`config.mk`:
```
export PLATFORM = sky130hd
export DESIGN_NAME = bus_command_string_parser_top
export DESIGN_NICKNAME = d
export VERILOG_FILES = /design/src/hdl/bcsp_pkg.sv /design/src/hdl/bus_command_string_parser_top.sv
export SDC_FILE = /design/constraint.sdc
export NUM_CORES = 1
export LEC_CHECK = 0
export ABC_AREA = 1
export BUFFER_PORTS_ARGS = -buffer_cell sky130_fd_sc_hd__buf_2
export CAP_MARGIN = 0
export CORE_ASPECT_RATIO = 0.8
export CORE_UTILIZATION = 50
export CTS_CLUSTER_DIAMETER = 120
export DETAILED_ROUTE_END_ITERATION = 10
export PLACE_DENSITY_LB_ADDON = 0.25
export SYNTH_ARGS = -nofsm -noshare
export SYNTH_HDL_FRONTEND = slang
export SYNTH_SLANG_ARGS = --single-unit
```
`constraint.sdc`:
```
create_clock -name i_clk -period 3.8 [get_ports i_clk]
set_clock_uncertainty 0.15 [all_clocks]
set_input_delay 0.19 -clock i_clk [delete_from_list [all_inputs] [get_ports i_clk]]
set_output_delay 0.19 -clock i_clk [all_outputs]
set_load 0.02 [all_outputs]
```
`src/hdl/bcsp_pkg.sv`:
```
// Package for the bus command string parser: word types, command codes and character constants.
`default_nettype none

package bcsp_pkg;

    // Input word: one character of the command string
    typedef struct packed {
        logic [7:0] char_in;
        logic       end_of_string;
    } t_in_word;

    // Output word: one bus command
    typedef struct packed {
        logic [2:0] command;
        logic [7:0] byte_value;
        logic       run_end;
    } t_out_word;

    // Command codes
    localparam logic [2:0] CMD_START = 3'd0;
    localparam logic [2:0] CMD_STOP  = 3'd1;
    localparam logic [2:0] CMD_READ  = 3'd2;
    localparam logic [2:0] CMD_WRITE = 3'd3;
    localparam logic [2:0] CMD_ERROR = 3'd4;

    // Radix of the number being parsed
    localparam logic [1:0] RADIX_DEC = 2'd0;
    localparam logic [1:0] RADIX_HEX = 2'd1;
    localparam logic [1:0] RADIX_BIN = 2'd2;

    // Character constants
    localparam logic [7:0] CH_LBRACKET = 8'h5B;
    localparam logic [7:0] CH_LBRACE   = 8'h7B;
    localparam logic [7:0] CH_RBRACKET = 8'h5D;
    localparam logic [7:0] CH_RBRACE   = 8'h7D;
    localparam logic [7:0] CH_LOW_R    = 8'h72;
    localparam logic [7:0] CH_UP_R     = 8'h52;
    localparam logic [7:0] CH_SPACE    = 8'h20;
    localparam logic [7:0] CH_COMMA    = 8'h2C;
    localparam logic [7:0] CH_LF       = 8'h0A;
    localparam logic [7:0] CH_CR       = 8'h0D;
    localparam logic [7:0] CH_LOW_X    = 8'h78;
    localparam logic [7:0] CH_LOW_H    = 8'h68;
    localparam logic [7:0] CH_LOW_B    = 8'h62;
    localparam logic [7:0] CH_CARET    = 8'h5E;
    localparam logic [7:0] CH_AMP      = 8'h26;
    localparam logic [7:0] CH_ONE      = 8'h31;
    localparam logic [7:0] CH_ZERO     = 8'h30;
    localparam logic [7:0] CH_HEX_UP   = 8'h37;
    localparam logic [7:0] CH_HEX_LOW  = 8'h57;
    localparam logic [7:0] CH_AT       = 8'h40;
    localparam logic [7:0] CH_UP_G     = 8'h47;
    localparam logic [7:0] CH_BQUOTE   = 8'h60;
    localparam logic [7:0] CH_LOW_G    = 8'h67;
    localparam logic [7:0] CH_SLASH    = 8'h2F;

endpackage

`default_nettype wire

```
`src/hdl/bus_command_string_parser_top.sv`:
```
// Bus command string parser: character register, parse step and result queue.
// An accepted character waits in the character register until the result queue has
//   room for two words; its words then go into the queue, whose oldest word is shown.
// Throughput: one character per cycle while the queue has room; each gives zero to
//   two words, and the four-entry queue sets the pace, one word per unstalled cycle.
// Reset clears parse state, the character register and the result queue.
`default_nettype none

module bus_command_string_parser_top (
    input  wire logic                i_clk,
    input  wire logic                i_rst_n,
    input  wire logic                i_in_valid,
    input  wire bcsp_pkg::t_in_word  i_in_word,
    output logic                     o_in_stall,
    output logic                     o_out_valid,
    output bcsp_pkg::t_out_word      o_out_word,
    input  wire logic                i_out_stall
);

    // Character register
    logic               r_in_valid;
    bcsp_pkg::t_in_word r_in_word;

    // Parse state
    logic       r_in_number,   n_in_number;
    logic       r_discarding,  n_discarding;
    logic [1:0] r_digit_index, n_digit_index;
    logic [1:0] r_radix,       n_radix;
    logic [7:0] r_dec_acc,     n_dec_acc;
    logic [7:0] r_hex_acc,     n_hex_acc;
    logic [7:0] r_bin_acc,     n_bin_acc;

    // Result queue
    bcsp_pkg::t_out_word r_queue [4];
    logic [1:0] r_wr_ptr;
    logic [1:0] r_rd_ptr;
    logic [2:0] r_count;

    logic                process;
    logic                pop;
    logic [1:0]          push_cnt;
    bcsp_pkg::t_out_word res0;
    bcsp_pkg::t_out_word res1;

    logic [7:0] ch;
    logic       last;
    logic       numeric;
    logic [7:0] hex_digit;
    logic [7:0] cur_value;
    logic [7:0] new_value;
    logic       own_valid;
    logic [2:0] own_cmd;
    logic [7:0] own_value;

    // Handshake: parse when the queue has room for two words
    assign process     = r_in_valid && (r_count <= 3'd2);
    assign o_in_stall  = r_in_valid && !(r_count <= 3'd2);
    assign pop         = o_out_valid && !i_out_stall;
    assign o_out_valid = (r_count != 3'd0);
    assign o_out_word  = r_queue[r_rd_ptr];

    assign ch   = r_in_word.char_in;
    assign last = r_in_word.end_of_string;

    // Characters that continue a number
    assign numeric = (ch > bcsp_pkg::CH_SLASH  && ch < bcsp_pkg::CH_AT)
                  || (ch > bcsp_pkg::CH_AT     && ch < bcsp_pkg::CH_UP_G)
                  || (ch > bcsp_pkg::CH_BQUOTE && ch < bcsp_pkg::CH_LOW_G)
                  || ch == bcsp_pkg::CH_LOW_X || ch == bcsp_pkg::CH_LOW_H
                  || ch == bcsp_pkg::CH_CARET || ch == bcsp_pkg::CH_AMP
                  || ch == bcsp_pkg::CH_LOW_R;

    // Hex digit offset
    always_comb begin
        if (ch < bcsp_pkg::CH_AT) begin
            hex_digit = ch - bcsp_pkg::CH_ZERO;
        end else if (ch < bcsp_pkg::CH_UP_G) begin
            hex_digit = ch - bcsp_pkg::CH_HEX_UP;
        end else begin
            hex_digit = ch - bcsp_pkg::CH_HEX_LOW;
        end
    end

    // Value of the number so far, by radix
    always_comb begin
        case (r_radix)
            bcsp_pkg::RADIX_HEX: cur_value = r_hex_acc;
            bcsp_pkg::RADIX_BIN: cur_value = r_bin_acc;
            default:             cur_value = r_dec_acc;
        endcase
    end

    // Parse step: next state and up to two result words
    always_comb begin
        n_in_number   = r_in_number;
        n_discarding  = r_discarding;
        n_digit_index = r_digit_index;
        n_radix       = r_radix;
        n_dec_acc     = r_dec_acc;
        n_hex_acc     = r_hex_acc;
        n_bin_acc     = r_bin_acc;
        own_valid     = 1'b0;
        own_cmd       = bcsp_pkg::CMD_START;
        own_value     = 8'd0;
        new_value     = 8'd0;
        push_cnt      = 2'd0;
        res0          = '0;
        res1          = '0;

        if (r_discarding) begin
            // drop everything up to the end of the string
            if (last) begin
                n_discarding = 1'b0;
                n_in_number  = 1'b0;
            end
        end else if (r_in_number && numeric) begin
            // number body
            n_dec_acc = (r_dec_acc << 3) + (r_dec_acc << 1) + (ch - bcsp_pkg::CH_ZERO);
            if (r_digit_index == 2'd1) begin
                if (ch == bcsp_pkg::CH_LOW_X || ch == bcsp_pkg::CH_LOW_H) begin
                    n_radix = bcsp_pkg::RADIX_HEX;
                end else if (ch == bcsp_pkg::CH_LOW_B) begin
                    n_radix = bcsp_pkg::RADIX_BIN;
                end else begin
                    n_radix = bcsp_pkg::RADIX_DEC;
                end
                n_digit_index = 2'd2;
            end else begin
                n_hex_acc = {r_hex_acc[3:0], 4'h0} + hex_digit;
                n_bin_acc = {r_bin_acc[6:0], (ch == bcsp_pkg::CH_ONE)};
            end
            if (last) begin
                // value including this character, by the updated radix
                case (n_radix)
                    bcsp_pkg::RADIX_HEX: new_value = n_hex_acc;
                    bcsp_pkg::RADIX_BIN: new_value = n_bin_acc;
                    default:             new_value = n_dec_acc;
                endcase
                res0        = '{command: bcsp_pkg::CMD_WRITE, byte_value: new_value,
                                run_end: 1'b1};
                push_cnt    = 2'd1;
                n_in_number = 1'b0;
            end
        end else begin
            // character's own meaning, after closing any open number
            n_in_number = 1'b0;
            case (ch)
                bcsp_pkg::CH_LBRACKET, bcsp_pkg::CH_LBRACE: begin
                    own_valid = 1'b1;
                    own_cmd   = bcsp_pkg::CMD_START;
                end
                bcsp_pkg::CH_RBRACKET, bcsp_pkg::CH_RBRACE: begin
                    own_valid = 1'b1;
                    own_cmd   = bcsp_pkg::CMD_STOP;
                end
                bcsp_pkg::CH_LOW_R, bcsp_pkg::CH_UP_R: begin
                    own_valid = 1'b1;
                    own_cmd   = bcsp_pkg::CMD_READ;
                end
                bcsp_pkg::CH_SPACE, bcsp_pkg::CH_COMMA,
                bcsp_pkg::CH_LF, bcsp_pkg::CH_CR: begin
                    own_valid = 1'b0;
                end
                default: begin
                    if (ch[7:4] == 4'h3) begin
                        // first digit of a number
                        n_in_number   = 1'b1;
                        n_digit_index = 2'd1;
                        n_radix       = bcsp_pkg::RADIX_DEC;
                        n_dec_acc     = ch - bcsp_pkg::CH_ZERO;
                        n_hex_acc     = 8'd0;
                        n_bin_acc     = 8'd0;
                        if (last) begin
                            own_valid = 1'b1;
                            own_cmd   = bcsp_pkg::CMD_WRITE;
                            own_value = ch - bcsp_pkg::CH_ZERO;
                        end
                    end else begin
                        own_valid    = 1'b1;
                        own_cmd      = bcsp_pkg::CMD_ERROR;
                        n_discarding = 1'b1;
                    end
                end
            endcase
            if (last) begin
                n_discarding = 1'b0;
                n_in_number  = 1'b0;
            end

            // pack the words: pending write first, then the character's own
            if (r_in_number) begin
                res0 = '{command: bcsp_pkg::CMD_WRITE, byte_value: cur_value,
                         run_end: !own_valid};
                res1 = '{command: own_cmd, byte_value: own_value, run_end: 1'b1};
                push_cnt = own_valid ? 2'd2 : 2'd1;
            end else begin
                res0 = '{command: own_cmd, byte_value: own_value, run_end: 1'b1};
                push_cnt = own_valid ? 2'd1 : 2'd0;
            end
        end
    end

    // Character register
    always_ff @(posedge i_clk) begin
        if (!i_rst_n) begin
            r_in_valid <= 1'b0;
        end else if (!r_in_valid || process) begin
            r_in_valid <= i_in_valid;
        end
        if (!r_in_valid || process) begin
            r_in_word <= i_in_word;
        end
    end

    // Parse state
    always_ff @(posedge i_clk) begin
        if (!i_rst_n) begin
            r_in_number   <= 1'b0;
            r_discarding  <= 1'b0;
            r_digit_index <= 2'd0;
            r_radix       <= bcsp_pkg::RADIX_DEC;
            r_dec_acc     <= 8'd0;
            r_hex_acc     <= 8'd0;
            r_bin_acc     <= 8'd0;
        end else if (process) begin
            r_in_number   <= n_in_number;
            r_discarding  <= n_discarding;
            r_digit_index <= n_digit_index;
            r_radix       <= n_radix;
            r_dec_acc     <= n_dec_acc;
            r_hex_acc     <= n_hex_acc;
            r_bin_acc     <= n_bin_acc;
        end
    end

    // Result queue pointers and count
    always_ff @(posedge i_clk) begin
        if (!i_rst_n) begin
            r_wr_ptr <= 2'd0;
            r_rd_ptr <= 2'd0;
            r_count  <= 3'd0;
        end else begin
            if (process) begin
                r_wr_ptr <= r_wr_ptr + push_cnt;
            end
            if (pop) begin
                r_rd_ptr <= r_rd_ptr + 2'd1;
            end
            r_count <= r_count + (process ? {1'b0, push_cnt} : 3'd0)
                       - {2'b00, pop};
        end
    end

    // Result queue storage
    always_ff @(posedge i_clk) begin
        if (process && push_cnt != 2'd0) begin
            r_queue[r_wr_ptr] <= res0;
        end
        if (process && push_cnt == 2'd2) begin
            r_queue[r_wr_ptr + 2'd1] <= res1;
        end
    end

    // Checks
    a_count_range: assert property (@(posedge i_clk) disable iff (!i_rst_n)
        r_count <= 3'd4)
        else $error("result queue count out of range");

    a_stall_when_full: assert property (@(posedge i_clk) disable iff (!i_rst_n)
        o_in_stall |-> (r_in_valid && r_count > 3'd2))
        else $error("input stalled without a full queue");

    a_pair_marks: assert property (@(posedge i_clk) disable iff (!i_rst_n)
        (process && push_cnt == 2'd2) |-> (!res0.run_end && res1.run_end
                                           && res0.command == bcsp_pkg::CMD_WRITE))
        else $error("two-word result misordered");

    a_discard_silent: assert property (@(posedge i_clk) disable iff (!i_rst_n)
        (process && r_discarding) |-> (push_cnt == 2'd0))
        else $error("result produced while discarding");

endmodule

`default_nettype wire

```
# Word level (Yosys, flattened, before mapping)
# Memory sizes are Yosys's and may differ from the RTL's. A register that Yosys moved wholly into a read port is not among the register bits.
# Index checks and enable logic that the tools add are counted.
# W data, S select, Z words.
dict set report op_classes {
  n_shift 0
  div_mod_pow 0
  mul 0
  n_lt_le_gt_ge 7
  n_bitwise 1
  n_eq_ne 25
  reduce_logical 33
  n_addsub 11
  mux 68
}
# cell n
set ops {}
lappend ops {{$mux W8} 14}
lappend ops {{$eq A8 B7 Y1 const B} 10}
lappend ops {{$mux W12} 6}
lappend ops {{$mux W2} 20}
lappend ops {{$eq A8 B6 Y1 const B} 4}
lappend ops {{$pmux W8 S2} 2}
lappend ops {{$add A8 B8 Y8} 3}
lappend ops {{$lt A8 B7 Y1 const B} 3}
lappend ops {{$mux W1} 22}
lappend ops {{$eq A8 B4 Y1 const B} 2}
lappend ops {{$gt A8 B7 Y1 const B} 2}
lappend ops {{$sub A8 B6 Y8 const B} 2}
lappend ops {{$reduce_or A6 Y1} 2}
lappend ops {{$mux W11} 1}
lappend ops {{$reduce_or A10 Y1} 1}
lappend ops {{$logic_and A1 B1 Y1} 9}
lappend ops {{$logic_or A1 B1 Y1} 9}
lappend ops {{$pmux W3 S3} 1}
lappend ops {{$gt A8 B6 Y1 const B} 1}
lappend ops {{$sub A8 B7 Y8 const B} 1}
lappend ops {{$eq A2 B1 Y1 const B} 3}
lappend ops {{$eq A2 B2 Y1 const B} 3}
lappend ops {{$reduce_and A5 Y1} 1}
lappend ops {{$add A2 B1 Y2 const B} 2}
lappend ops {{15 further kinds} 21}
dict set report totals {
  latch_bits 0
  in_bits 13
  romBits 0
  mem_bits_rw 48
  reg_bits 47
  mem_count 1
  wordCells 159
  output_inout_bits 14
}
# name depth width read_ports rd_clocked_by_memory_dff write_ports line_no
set memory_table {}
lappend memory_table {r_queue 4 12 1 1 2 bus_command_string_parser_top.sv:34} ;# bcsp_pkg::t_out_word r_queue [4];

# Logic depth before layout (Yosys ltp)
# Gate-level depths: netlist of the first run.
dict set report depth {
  word_depth 20
  depth_mapped 28
  depth_no_buf 28
}

# Worst setup path after synthesis of the first run
# Ideal clock, no wire load.
dict set report synth_path {
  path_type {flip-flop to flip-flop}
  start {register r_in_word, in the netlist ch[1]}
  end {memory r_queue[1][8] (netlist name), data pin}
  stages_incl_launch_ff 29
  setup_time_ns 0.253
  path_buffers 0
  arrival_time_ns 3.202
  t_required_ns 3.397
  slack_ns 0.195
  cell_sequence {edfxtp_1 -> ha_1 -> a21oi_1 -> inv_1 -> nand2_1 -> nand2_1 -> nand2_1 -> inv_1 -> ha_1 -> nand2_1 -> inv_1 -> a21oi_1 -> or2_2 -> a31oi_1 -> ha_1 -> a21oi_1 -> nand2_1 -> nand2_1 -> nand2_1 -> inv_1 -> nand3_1 -> nand2_1 -> nand2_1 -> nand3_1 -> nand2_1 -> nand2_1 -> nand2_1 -> nand3_1 -> nand2_1}
}
# element line_no
set synth_lines {}
lappend synth_lines {{start: declaration} bus_command_string_parser_top.sv:22} ;# bcsp_pkg::t_in_word r_in_word;
lappend synth_lines {{start signal: assignment} bus_command_string_parser_top.sv:211} ;# r_in_word <= i_in_word;
lappend synth_lines {{end: declaration} bus_command_string_parser_top.sv:34}

==> impl_metrics.ini, run 1 <==
[synthesis]
postSynthCellCount = 896
ys_warn_count = 0
synth_area_leader_cell = edfxtp_1
syn_area_sq_mm = 0.00643
synth_area_leaders = edfxtp_1 (27%), nand2_1 (15%), dfxtp_1 (12%)
synth-edff-count = 57
syn_nets = 947
yosysSeqAreaShare_pct = 39.1
ys_types = 37
synthFlopType = edfxtp_1
yosysTopAreaCellShare_pct = 26.6
avgSynthCellArea_sq_um = 7.18
synth-seq-cells = 97
postSynth.asyncResetShare_pct = 0

[global_routing]
grt_max_degree = 28
grt_pass1_vias = 5553
grt_overflow = 0
antenna_found_initial = 0
grt_pass1_wl_um = 28600
track_usage_pct = 28.5

[clock_network]
htreeDepth = 3
cts_buffer_depth = 2
clock_latency_ps = 340
root_buffer = clkbuf_16
numCtsBuffers = 9
clkTransAtPathRegs_ps = 70
cts_tree = yes
cts_sinks = 97

[power_and_ir_drop]
sequentialPowerShare_pct = 38.3
vdd_drop_max_uv = 366
combPwrFrac_pct = 34.2
p_clk_share_pct = 27.5
p_sw_mw = 1.18
p_int_mw = 2.09
power_density_mw_per_mm2 = 440
sw_frac_of_total_pct = 36.1
finalPower_mw = 3.27
p_leak_nw = 3.10

[layout]
num-fill-cells = 1165
areaGrowthSynthToFinish_pct = 15.4
drive_gt1_share_pct = 13.7
final_common_cell = nand2_1
nets = 992
post-route-util_pct = 60.1
mostFrequentLayoutCells = nand2_1 (245), inv_1 (91), nor2_1 (76), o21ai_0 (71), edfxtp_1 (57)
antenna-diode-count = 0
multi_input_area_sq_mm = 0.00348
ff_latch_area_sq_mm = 0.00251

[die]
core_area_sq_mm = 0.0123
start_util_pct = 52.1
fp-row-count = 36
die_x_um = 129
die_h_um = 103
die_area_sq_mm = 0.0133
pin_count = 27

[sta]
setup_viol = 0
timing.final.crit_share_pct = 95.2
finalHoldViolCount = 0
grt_setup_unrepaired = true
tightest_slew_ps = 877
setup_slack_ps = 184
drv_slew = 0
post-route-min-period_ps = 3620
max_slew_margin_pct = 41.2
clock.fmax_mhz = 277

[placement]
place_ws_ps = 19.6
io_buffers = 26
gp_congestion = 0.982
post-dp-hpwl_um = 13100

[setup_path]
cpMostUsedCell = nand2_1
cp_slowest_stage_delay_ps = 400
crit_path_max_fanout = 4
critical_path.top_delay_family = simple AND/OR/NAND/NOR gates
endpoint_kind = flip-flop
startpoint = ch[0]$_DFFE_PP_
critical_path_buf_inv_count = 4
path_class = reg2reg
worst_ep_arrival_time_ps = 3570
critPathLaunchType = flip-flop
reg2reg_from = ch[0]$_DFFE_PP_
crit_required_ps = 3750
slowest_stage = edfxtp_1

[routing]
wl_per_cell_um = 16.2
drtIter0Drc = 630
via_count = 6197
viasPerCell = 5.55
wl_um = 18100
antenna_left = 0
drtPass1Iterations = 6
drc = 0

[min_path]
hp-start = i_out_stall
min_path_type = in2reg

[job]
cap_viol_max_count = 0

[run_status]
status = completed
timing repair:
action / 4_1_cts / 5_1_grt
endpoints found under the hold margin: 10 / 0
setup buffers: 0 / 6
pin swaps: 0 / 13
hold buffers: 10 / 0
resized for setup: 1 / 38
setup endpoints to repair: 1 / 14
registers in the layout, summed over array words and instances (netlist names), 2 cells and up, named ones only:
register and cells:
r_bin_acc 8, r_count 3, r_digit_index 2, r_dec_acc 8
r_rd_ptr 2, r_radix 2, ch 8, r_wr_ptr 2
r_queue 48, r_hex_acc 8
worst register-to-register path, stage by stage, from the launching register on:
cell and delay (ps):
edfxtp_1 400, ha_2 220, a21oi_4 160, inv_2 60, nand2_2 60, nand2_2 50
nand2_2 70, inv_2 50, ha_4 280, nand2_4 50, inv_2 60, a21oi_2 60
or2_4 230, a31oi_4 210, ha_4 240, a21oi_2 150, buf_4 130, nand3_1 70
nand2_2 80, nand2_1 50, nand2_1 60, nand2_1 60, nand3_1 70, nand2_1 50
nand2_1 70, nand2_2 90, nand3_1 90, nand2_1 50
power by group through the flow:
stage | registers (mW) | logic [mW] | clock network, mW
global route | 1.26 | 1.25 | 0.945
CTS | 1.25 | 1.03 | 0.909
detailed placement | 1.27 | 1.02 | 0
finish | 1.25 | 1.12 | 0.899
global placement | 1.27 | 1.01 | 0
floorplan | 1.26 | 0.712 | 0
layer usage:
| layer | up-vias | GRT usage, % | routed length (um) |
|---|---|---|---|
| met5 | - | 0 | 0 |
| met4 | 0 | 8.69 | 323 |
| met3 | 30 | 6.84 | 1900 |
| met2 | 318 | 41.0 | 7360 |
| met1 | 2806 | 42.2 | 8510 |
| li1 | 3043 | - | - |
per-stage QoR:
step | std cells | setup TNS [ps] | instance area (sq um) | hold slack, ps
4_1_cts | 1111 | 0 | 7240 | 27.0
5_1_grt | 1117 | -271 | 7420 | 55.5
3_3_place_gp | 1085 | 0 | 6850 | 217
2_1_floorplan | 896 | 0 | 6430 | 139
6_report | 1117 | 0 | 7420 | 22.1
3_5_place_dp | 1085 | 0 | 6850 | 218
cells in the mapped netlist (2+ instances only):
cell type	instances
o211ai_1	3
ha_1	31
a221oi_1	2
a31oi_1	5
clkinv_1	2
nor2_2	3
o21ai_1	30
xor2_1	9
or2_2	4
buf_2	19
nor3_1	3
a21oi_1	58
nor2_1	79
nand4_1	11
nor2_4	2
edfxtp_1	57
inv_2	5
nand2_1	251
fa_1	7
xnor2_1	2
nand2_2	2
clkbuf_1	18
o22ai_1	17
nand3_1	51
o21ai_0	72
a21oi_2	2
dfxtp_1	40
inv_1	100
o31ai_1	3
final timing paths:
kind,endpoint,slack [ps],depth (start not counted)
setup / recovery,r_queue[0][8]$_DFFE_PP_,180,27
hold / removal,r_rd_ptr[0]$_SDFFE_PN0P_,20,3
hold reg to reg,r_bin_acc[0]$_SDFFE_PN0P_,310,2
setup reg to reg,r_queue[0][8]$_DFFE_PP_,180,27
layout make-up:
class / instances / share of cell area (%)
clock inverter: 3 / 0.303
multi-input combinational: 653 / 46.9
timing repair buffer: 73 / 7.01
tap: 171 / 2.88
sequential: 97 / 33.9
inverter: 107 / 5.41
clock buffer: 13 / 3.66
cell families (layout without fill, tap and decap cells):
family / count (synthesis) / in the layout / share of synthesized area [%]
AOI/OAI and AO/OA: 193 / 193 / 16.0
xor gates and xnor gates: 11 / 11 / 1.50
adders and majority gates: 38 / 38 / 8.21
buffers and inverters: 146 / 196 / 8.95
DFF: 97 / 97 / 39.1
and+or+nand+nor: 411 / 411 / 26.3
(Power assumes the default switching activity.)
==> run 2: changes to the inputs <==
==> constraint.sdc (replaced) <==
create_clock -name i_clk -period 3.1 [get_ports i_clk]
set_clock_uncertainty 0.15 [all_clocks]
set_input_delay 0.155 -clock i_clk [delete_from_list [all_inputs] [get_ports i_clk]]
set_output_delay 0.155 -clock i_clk [all_outputs]
set_load 0.01 [all_outputs]
==> impl_metrics.ini, run 2 (same netlist as run 1, synthesis figures left out) <==
[run_status]
status = finished, violations left
violations = negative setup slack

[setup_path]
critical_path_buf_inv_count = 8
path_class = reg2reg
critPathLaunchType = flip-flop
reg2reg_from = ch[1]$_DFFE_PP_
critical_path.top_delay_family = simple AND/OR/NAND/NOR gates
worst_ep_arrival_time_ps = 3710
cp_slowest_stage_delay_ps = 420
worst-path-stages = 27
r2r_slack_ps = -640
cpMostUsedCell = buf_4
crit_required_ps = 3070
slowest_stage = edfxtp_1
endpoint = r_queue[3][8]$_DFFE_PP_
r2r_cells = 27
endpoint_kind = flip-flop
r2r_end = r_queue[3][8]$_DFFE_PP_
crit_path_max_fanout = 4
startpoint = ch[1]$_DFFE_PP_

[sta]
drv_slew = 0
finalHoldViolCount = 0
tightest_slew_ps = 900
max_slew_margin_pct = 39.7
setup_viol = 103
timing.final.crit_share_pct = 121
post-route-min-period_ps = 3740
grt_setup_unrepaired = true
setup_slack_ps = -644
finalSetupTns_ps = -16810
clock.fmax_mhz = 267

[routing]
via_count = 7122
highest_layer = met4
drtPass1Iterations = 6
antenna_left = 0
drtIter0Drc = 889
drc = 0
wl_met2_um = 9690
wl_met1_um = 9420
viasPerCell = 5.76
met3_length_um = 2780
wl_um = 22500
wl_per_cell_um = 18.2

[clock_network]
numCtsBuffers = 9
root_buffer = clkbuf_16
cts_sinks = 97
clkTransAtPathRegs_ps = 70
htreeDepth = 3
clock_latency_ps = 360
cts_buffer_depth = 2
cts_tree = yes

[layout]
ff_latch_area_sq_mm = 0.00251
multi_input_area_sq_mm = 0.00404
final_cells = 1237
areaGrowthSynthToFinish_pct = 43.0
antenna-diode-count = 0
mostFrequentLayoutCells = nand2_1 (213), buf_4 (122), inv_1 (87), nor2_1 (70), o21ai_0 (67)
largest-register = r_queue
drive_gt1_share_pct = 31.9
nets = 1112
num-fill-cells = 902
largest_register_ffs = 48
final_common_cell = nand2_1

[power_and_ir_drop]
vdd_drop_max_uv = 535
power_density_mw_per_mm2 = 522
finalPower_mw = 4.80
p_leak_nw = 3.89

[global_routing]
antenna_found_initial = 0
grt_max_degree = 28
grt_pass1_wl_um = 30900
track_usage_pct = 30.9
grt_pass1_vias = 6085
grt_overflow = 0

[placement]
place_inst = 1172
gp_congestion = 1.03
place_ws_ps = -525
io_buffers = 26
post-dp-hpwl_um = 14200

[die]
fp-row-count = 36
die_x_um = 129
pin_count = 27
start_util_pct = 52.1
die_h_um = 103
core_area_sq_mm = 0.0123
die_area_sq_mm = 0.0133

[min_path]
min_path_type = reg2reg
min_path_cells = 2

[job]
cap_viol_max_count = 0
[run 2: cell types whose count changed in the layout (fill, tap and decap cells not counted), sizes merged]
cell         previous run  this run
buf                    63       177
bufinv                  0         3
dlygate4sd3            10        12
inv                   106       108
clkinv                  4         3
[run 2: stage by stage]
stage / hold WS (ps) / utilization (%) / area [sq um]
final: 313 / 74.5 / 9190
after global routing: 328 / 74.5 / 9190
after CTS: 312 / 67.4 / 8320
after detailed placement: 184 / 61.7 / 7610
after global placement: 183 / 61.7 / 7610
after floorplan: 104 / - / 6480
[run 2: report_power, final]
part           total [mW]  switching, mW  internal, mW
combinational        1.95           1.10         0.841
clock                1.33          0.529         0.797
sequential           1.53         0.0603          1.47
[run 2: worst min path at each step]
stage	startpoint	end	slack, ps
3_5_place_dp	i_in_word[0]	last$_DFFE_PP_	180
3_3_place_gp	i_in_word[4]	ch[3]$_DFFE_PP_	180
2_1_floorplan	i_in_word[1]	ch[0]$_DFFE_PP_	100
5_1_grt	r_digit_index[0]$_SDFFE_PN0P_	r_digit_index[0]$_SDFFE_PN0P_	330
6_report	r_digit_index[0]$_SDFFE_PN0P_	r_digit_index[0]$_SDFFE_PN0P_	310
4_1_cts	r_digit_index[0]$_SDFFE_PN0P_	r_digit_index[0]$_SDFFE_PN0P_	310
[run 2: worst min-delay path, delay by kind of cell (launching register included)]
family          cells  cell delay, ps
simple gates        1              60
compound gates      1              50
flops               1             310
[run 2: timing repair]
| action | in CTS | in global routing |
|---|---|---|
| endpoints found under the hold margin | 14 | 0 |
| hold buffers | 12 | 0 |
| setup endpoints to repair | 61 | 106 |
| cloned | 0 | 6 |
| gates resized for setup | 33 | 160 |
| pin swaps | 25 | 58 |
| setup buffers | 23 | 23 |
[run 2: cell type report]
class	instances	share of cell area, %
tap	171	2.33
clock inverter	7	1.32
multi-input combinational	653	44.0
timing repair buffer	193	18.2
sequential	97	27.3
clock buffer	9	2.45
inverter	107	4.45
[run 2: routing by layer]
metal | GRT usage, % | up-vias
met2 | 46.5 | 478
met3 | 7.72 | 81
met5 | 0 | -
li1 | - | 3285
met1 | 43.9 | 3278
met4 | 8.69 | 0
==> run 3: changes to the inputs <==
--- a/config.mk
+++ b/config.mk
@@ -12,7 +12,9 @@
 export CORE_UTILIZATION = 50
 export CTS_CLUSTER_DIAMETER = 120
 export DETAILED_ROUTE_END_ITERATION = 10
+export HOLD_SLACK_MARGIN = 0.08
 export PLACE_DENSITY_LB_ADDON = 0.25
+export SETUP_SLACK_MARGIN = 0.15
 export SYNTH_ARGS = -nofsm -noshare
 export SYNTH_HDL_FRONTEND = slang
 export SYNTH_SLANG_ARGS = --single-unit
==> impl_metrics.ini, run 3 (same netlist as run 1, synthesis figures left out) <==
[power_and_ir_drop]
p_leak_nw = 3.79
finalPower_mw = 4.37
vdd_drop_max_uv = 313
power_density_mw_per_mm2 = 492

[layout]
largest_register_ffs = 48
final_common_cell = nand2_1
antenna-diode-count = 0
areaGrowthSynthToFinish_pct = 38.1
largest-register = r_queue
mostFrequentLayoutCells = nand2_1 (229), buf_4 (126), inv_1 (88), o21ai_0 (66), nor2_1 (66)
fin_area_sq_mm = 0.00888
post-route-util_pct = 72.0
nets = 1113
drive_gt1_share_pct = 28.6

[sta]
finalSetupTns_ps = -12250
grt_setup_unrepaired = true
setup_viol = 81
finalHoldViolCount = 0
post-route-min-period_ps = 3680
clock.fmax_mhz = 272
tightest_slew_ps = 745
drv_slew = 0
setup_slack_ps = -578
max_slew_margin_pct = 50.3
timing.final.crit_share_pct = 119

[setup_path]
worst_ep_arrival_time_ps = 3640
crit_path_max_fanout = 4
slowest_stage = edfxtp_1
path_class = reg2reg
crit_required_ps = 3060
critical_path.top_delay_family = simple AND/OR/NAND/NOR gates
critical_path_buf_inv_count = 4
cp_slowest_stage_delay_ps = 400
endpoint_kind = flip-flop
critPathLaunchType = flip-flop
cpMostUsedCell = nand2_1

[clock_network]
cts_tree = yes
cts_sinks = 97
root_buffer = clkbuf_16
numCtsBuffers = 9
htreeDepth = 3
clkTransAtPathRegs_ps = 70
clock_latency_ps = 360
cts_buffer_depth = 2

[die]
core_area_sq_mm = 0.0123
die_h_um = 103
pin_count = 27
die_area_sq_mm = 0.0133
die_x_um = 129
start_util_pct = 52.1
fp-row-count = 36

[routing]
viasPerCell = 5.59
drtPass1Iterations = 7
wl_um = 21200
antenna_left = 0
drc = 0
drtIter0Drc = 867
wl_per_cell_um = 17.1
via_count = 6924

[global_routing]
grt_max_degree = 28
antenna_found_initial = 0
use_met1_pct = 45.0
grt_overflow = 0
grt_pass1_wl_um = 32600
gr-usage-met3_pct = 9.10
grt_pass1_vias = 6314
grt_busiest_layer = met2
met2_usage_pct = 49.6
track_usage_pct = 32.5

[run_status]
status = finished, violations left
violations = negative setup slack

[placement]
io_buffers = 26
gp_congestion = 1.04
post-dp-hpwl_um = 14000
dpl-instance-area_sq_mm = 0.00760

[min_path]
min_path_type = reg2reg

[job]
cap_viol_max_count = 0
-- run 3: cell type report --
| cell class | count | area (sq um) |
|---|---|---|
| multi-input cells | 653 | 3790 |
| fillers | 974 | 3460 |
| flip-flops and latches | 97 | 2510 |
| repair buffers | 194 | 1690 |
| inverters | 107 | 408 |
| clock buffers | 10 | 229 |
| well taps | 171 | 214 |
| clock inverters | 6 | 33.8 |
-- run 3: tightest hold or removal path: stages, from the launching register on --
cell,delay [ps]
dfxtp_1,310
nand2_1,60
a21oi_1,50
-- run 3: power breakdown --
group	internal, mW	switching, mW	leakage (nW)
Combinational	0.777	1.01	2.81
Clock	0.540	0.508	0.128
Sequential	1.47	0.0617	0.857
-- run 3: path summary, 6_finish.rpt --
check / cells past startpoint / slack, ps / startpoint / to
worst max-delay path: 28 / -580 / ch[1]$_DFFE_PP_ / r_queue[2][8]$_DFFE_PP_
worst min-delay path: 2 / 310 / r_digit_index[0]$_SDFFE_PN0P_ / r_digit_index[0]$_SDFFE_PN0P_
worst max register to register: 28 / -580 / ch[1]$_DFFE_PP_ / r_queue[2][8]$_DFFE_PP_
worst min register to register: 2 / 310 / r_digit_index[0]$_SDFFE_PN0P_ / r_digit_index[0]$_SDFFE_PN0P_
-- run 3: metal layers --
metal  vias to the layer above  part of all wire (%)
met3                        55                    12
met4                         0                   1.9
met2                       427                    43
li1                       3282                     -
met5                         -                     0
met1                      3160                    43
-- run 3: per-stage QoR --
step | std cells | setup WS, ps | hold slack, ps
after floorplan | 896 | -417 | 104
final | 1238 | -578 | 309
after global placement | 1170 | -406 | 183
after global routing | 1238 | -813 | 332
after detailed placement | 1170 | -524 | 183
after CTS | 1226 | -404 | 312
-- run 3: timing repair --
item                                   in CTS  in global routing
hold buffers                               12                  0
pin swaps                                  40                 19
gates cloned                                5                  1
buffers inserted                           23                 11
setup endpoints to repair                 118                130
gates resized for setup                   101                 38
endpoints found under the hold margin      23                  0
